[config.mk]
export PLATFORM = sky130hd
export DESIGN_NAME = chs_hash
export DESIGN_NICKNAME = d
export VERILOG_FILES = /design/src/rtl/chs_pkg.sv /design/src/rtl/chs_hash.sv
export SDC_FILE = /design/constraint.sdc
export NUM_CORES = 2
export LEC_CHECK = 0
export BUFFER_PORTS_ARGS = -buffer_cell sky130_fd_sc_hd__buf_2
export CORE_ASPECT_RATIO = 0.5
export CORE_MARGIN = 2
export CORE_UTILIZATION = 59
export CTS_CLUSTER_DIAMETER = 60
export DETAILED_ROUTE_END_ITERATION = 16
export PLACE_DENSITY = 0.88
export SLEW_MARGIN = 10
export SYNTH_ARGS = -nofsm -noshare
export SYNTH_HDL_FRONTEND = slang
export SYNTH_SLANG_ARGS = --single-unit
[constraint.sdc]
create_clock -name clk -period 7.91 [get_ports clk]
set_clock_uncertainty 0.15 [all_clocks]
set_input_delay 2.373 -clock clk [delete_from_list [all_inputs] [get_ports clk]]
set_output_delay 2.373 -clock clk [all_outputs]
set_load 0.02 [all_outputs]
[src/rtl/chs_pkg.sv]
// shared types and constants of the chained hash set
`timescale 1ns / 1ps

package chs_pkg;

	localparam logic [2:0] KIND_INSERT  = 3'd0;
	localparam logic [2:0] KIND_REMOVE  = 3'd1;
	localparam logic [2:0] KIND_LOOKUP  = 3'd2;
	localparam logic [2:0] KIND_REPLACE = 3'd3;
	localparam logic [2:0] KIND_CLEAR   = 3'd4;

	localparam logic [2:0] ST_OK   = 3'd0;
	localparam logic [2:0] ST_DUP  = 3'd1;
	localparam logic [2:0] ST_FULL = 3'd2;
	localparam logic [2:0] ST_MISS = 3'd3;
	localparam logic [2:0] ST_NULL = 3'd4;

	localparam logic [31:0] MIX_C1 = 32'h7feb352d;
	localparam logic [31:0] MIX_C2 = 32'h846ca68b;
	localparam int MIX_SH_A = 16;
	localparam int MIX_SH_B = 15;

	typedef struct packed {
		logic [2:0]         kind;
		logic [63:0]        key;
		logic signed [15:0] tag;
	} req_t;

	typedef struct packed {
		logic [2:0]         status;
		logic [5:0]         bucket;
		logic [7:0]         slot;
		logic signed [15:0] entry_type;
		logic [8:0]         live_entries;
		logic               is_full;
	} res_t;

endpackage

[src/rtl/chs_hash.sv]
// key mixer: xor-shift-multiply with a shared 32x32 multiplier pair, then bucket reduction
`timescale 1ns / 1ps

module chs_hash #(
	parameter int BUCKETS = 64
) (
	input  logic                       clk,
	input  logic                       arst_n,
	input  logic                       start,
	input  logic [63:0]                key,
	output logic                       done,
	output logic [$clog2(BUCKETS)-1:0] bucket
);

	localparam int BW = $clog2(BUCKETS);
	localparam bit POW2 = (BUCKETS & (BUCKETS - 1)) == 0;
	// reciprocal ceil(2^(32+BW) / BUCKETS), exact quotient for any 32-bit dividend
	localparam logic [63:0] RECIP = ((64'd1 << (32 + BW)) + 64'(BUCKETS) - 64'd1)
		/ 64'(BUCKETS);

	typedef enum logic [2:0] {H_IDLE, H_MUL, H_SUM, H_MOD, H_RED} hstate_t;

	hstate_t      state_q;
	logic         phase_q;
	logic [63:0]  a_q;
	logic [63:0]  plo_q;
	logic [31:0]  phi_q;
	logic [31:0]  h_q;
	logic [64:0]  prod_q;
	logic         done_q;
	logic [BW-1:0] bkt_q;

	logic [31:0] mul_c;
	logic [63:0] m_lo;
	logic [31:0] m_hi;
	logic [63:0] x_sum;
	logic [63:0] x_fin;
	logic [64:0] prod_c;
	logic [31:0] quo_c;
	logic [31:0] rem_c;

	assign mul_c  = phase_q ? chs_pkg::MIX_C2 : chs_pkg::MIX_C1;
	assign m_lo   = a_q[31:0] * mul_c;
	assign m_hi   = a_q[63:32] * mul_c;
	assign x_sum  = plo_q + {phi_q, 32'd0};
	assign x_fin  = x_sum ^ (x_sum >> chs_pkg::MIX_SH_A);
	assign prod_c = {33'd0, h_q} * {32'd0, RECIP[32:0]};
	assign quo_c  = 32'(prod_q >> (32 + BW));
	assign rem_c  = h_q - quo_c * 32'(BUCKETS);

	always_ff @(posedge clk or negedge arst_n) begin
		if (!arst_n) begin
			state_q <= H_IDLE;
			done_q  <= 1'b0;
			phase_q <= 1'b0;
		end else begin
			done_q <= 1'b0;
			case (state_q)
				H_IDLE: begin
					if (start) begin
						a_q     <= key ^ (key >> chs_pkg::MIX_SH_A);
						phase_q <= 1'b0;
						state_q <= H_MUL;
					end
				end
				H_MUL: begin
					plo_q   <= m_lo;
					phi_q   <= m_hi;
					state_q <= H_SUM;
				end
				H_SUM: begin
					if (!phase_q) begin
						a_q     <= x_sum ^ (x_sum >> chs_pkg::MIX_SH_B);
						phase_q <= 1'b1;
						state_q <= H_MUL;
					end else if (POW2) begin
						bkt_q   <= x_fin[BW-1:0];
						done_q  <= 1'b1;
						state_q <= H_IDLE;
					end else begin
						h_q     <= x_fin[31:0];
						state_q <= H_MOD;
					end
				end
				H_MOD: begin
					// quotient by reciprocal multiplication
					prod_q  <= prod_c;
					state_q <= H_RED;
				end
				H_RED: begin
					bkt_q   <= rem_c[BW-1:0];
					done_q  <= 1'b1;
					state_q <= H_IDLE;
				end
				default: state_q <= H_IDLE;
			endcase
		end
	end

	assign done   = done_q;
	assign bucket = bkt_q;

endmodule

==> metrics.txt <==
top-area cell type share of the netlist area 43.1%; port bufs 73; sequential area share after synthesis 11.7%; Setup CP Type reg -> reg; most frequent cell after synthesis inv_1; R2R cell count 30; largest area contributor in the netlist fa_1; Final Cycle Share 104%; crit-path max FO 6; cell class contributing the biggest share of worst-path delay adder cells; failing checks negative setup slack; slew at the pin with the worst max-slew slack 0.989 ns; setup TNS -1.80 ns; Slew Viols, Final 0; DRT Pass-1 Iters 6; layout cells sized above 1 20.3%; status finished, violations left; yosys warns 0; vias in the first global route 35.8k; CTS sink count 171; Routed WL per cell 25.8 um; Final Hold Fails 0; DRC 0; number of diodes 0; cts bufs inserted 17; Std-Cell Rows 70; clock latency on the worst-skew pair 0.46 ns; worst slack at placement -0.455 ns; Root Driver clkbuf_16; r2r startpoint phase_q$_DFFE_PN0P_; most used cell, CP fa_1; Ports 74; initial drt markers 3424; Netlist Area Pre-Place 43600 um^2; CP Capture Type flip-flop; #FFs+latches synth 171; total grt overflow 0; max cap viols 0; core area 73000 um^2; Post-Syn Instances 4261; die area 76200 um^2; CTS HTree Levels 4; crit path to plo_q[62]$_DFFE_PP_; fmax 0.122 GHz; Worst Setup SP phase_q$_DFFE_PN0P_; Via density 5.57; Placer Congestion 1.06; post-synthesis cell type count 83; worst path bufs/invs 6; clock buffer depth 2; first-pass GRT wire length 226000 um; max incr delay on CP 0.61 ns; Main synth FF type edfxtp_1; Final nets 6560; CTS tree done; final setup margin -0.285 ns; Slew Limit Headroom 34.0%; Worst Path Required 7.94 ns; GRT Util Overall 41.3%; post-route antenna net violation count 0; syn_area_per_cell 10.2 um^2; via count 33.4k; Worst Path Arrival 8.23 ns; P&R area growth vs syn 19.3%; chip width 388 um; flop2flop setup slack -0.29 ns; Synth area leaders fa_1, ha_1, edfxtp_1, inv_1, xnor2_1; Post-synth EDFFs 166; Critical Path Stages 30; reg-to-reg endpoint plo_q[62]$_DFFE_PP_; starting density of the core 59.6%; Post-synth top cells inv_1, fa_1, ha_1; RSZ-0062 raised after global routing true; die height 196 um; post-route minimum period 8.20 ns; largest net degree at the start of global routing 81; total routed wirelength 155000 um; initial antenna violation count 4; async set-or-reset flop fraction in the synthesized netlist 2.92%; Reg clk slew, reported paths 0.10 ns; type of the tightest min-delay check reg -> reg; Worst Setup Start Kind flip-flop; DP HPWL 136000 um; critical path's slowest cell fa_1; count of final setup violators 15
through the flow:
step                instances  utilization [%]  instance area, um^2  hold slack (ns)
global route             6004             71.2                52000            0.404
detailed placement       5920             68.2                49800            0.360
CTS                      5966             69.5                50800            0.368
floorplan                4364                -                44100            0.310
finish                   6004             71.2                52000            0.374
global placement         5920             68.2                49800            0.347
final cells by class:
type | instances | area (um^2)
timing repair buffer | 701 | 5450
tap | 972 | 1220
fill | 5492 | 21100
clock buffer | 20 | 457
clock inverter | 12 | 87.6
inverter | 1225 | 4610
multi-input combinational | 2903 | 35100
sequential | 171 | 5110
cells in the final DEF, fill, tap and decap left out, types with 8 or more instances in the layout:
cell	netlist	routed
conb_1	2	105
ha_4	0	19
nand4_1	11	11
o21a_1	19	19
xnor2_1	188	182
nor2b_1	23	19
o21ai_1	12	11
o211ai_1	8	8
clkbuf_16	0	21
o21ai_0	103	91
inv_2	1	42
a21oi_1	143	121
xor2_1	108	106
buf_12	0	17
nand2_1	296	268
or2_2	9	9
buf_2	2	73
and2_1	16	13
fa_2	0	57
o21bai_1	24	23
fa_1	937	880
o21ai_2	0	12
inv_1	1224	1180
a31oi_1	13	9
nand3_1	26	25
and3_1	11	8
a21o_1	71	71
edfxtp_1	166	166
ha_1	537	512
a21oi_2	4	24
nand2_2	1	24
nand2b_1	23	21
buf_4	0	592
buf_6	1	9
nor3_1	20	19
nor2_1	96	86
repair_timing:
item	in CTS	in global routing
pin swaps	14	111
endpoints found under the setup margin	37	42
gates cloned	1	3
hold buffers	0	0
buffers inserted	13	37
resized for setup	72	225
routing by layer:
metal	routed length [um]	track usage, %	up-vias
met5	26	0	-
met4	7260	15.3	4
met3	20100	13.6	330
met2	64100	59.8	1785
met1	63400	58.0	16900
li1	-	-	14400
state kept, by name, indices dropped and copies added (netlist names):
name	flops
phi_q	32
bucket	6
plo_q	64
state_q	3
a_q	64
phase_q	1
done	1
worst min-delay path by stage:
stage | from | end | cells after the start
6_report | state_q[0]$_DFFE_PN0N_ | state_q[0]$_DFFE_PN0N_ | 1
3_3_place_gp | state_q[0]$_DFFE_PN0N_ | state_q[0]$_DFFE_PN0N_ | 1
5_1_grt | state_q[0]$_DFFE_PN0N_ | state_q[0]$_DFFE_PN0N_ | 1
3_5_place_dp | state_q[0]$_DFFE_PN0N_ | state_q[0]$_DFFE_PN0N_ | 1
4_1_cts | state_q[0]$_DFFE_PN0N_ | state_q[0]$_DFFE_PN0N_ | 1
2_1_floorplan | state_q[0]$_DFFE_PN0N_ | done$_DFF_PN0_ | 1
cells by family (layout without fill, tap and decap cells):
logic type / Yosys count / in the layout / synth area share [%]
compound gates: 468 / 468 / 6.91
xor+xnor: 297 / 297 / 5.99
fa+ha+maj: 1474 / 1474 / 58.5
buf+inv: 1290 / 1958 / 11.1
flops: 171 / 171 / 11.7
mux: 3 / 3 / 0.0718
other cells: 2 / 105 / 0.0172
simple gates: 556 / 556 / 5.66
Power is not shown: default switching activity piles up to over one toggle a cycle in this logic, so the estimate is an artifact.
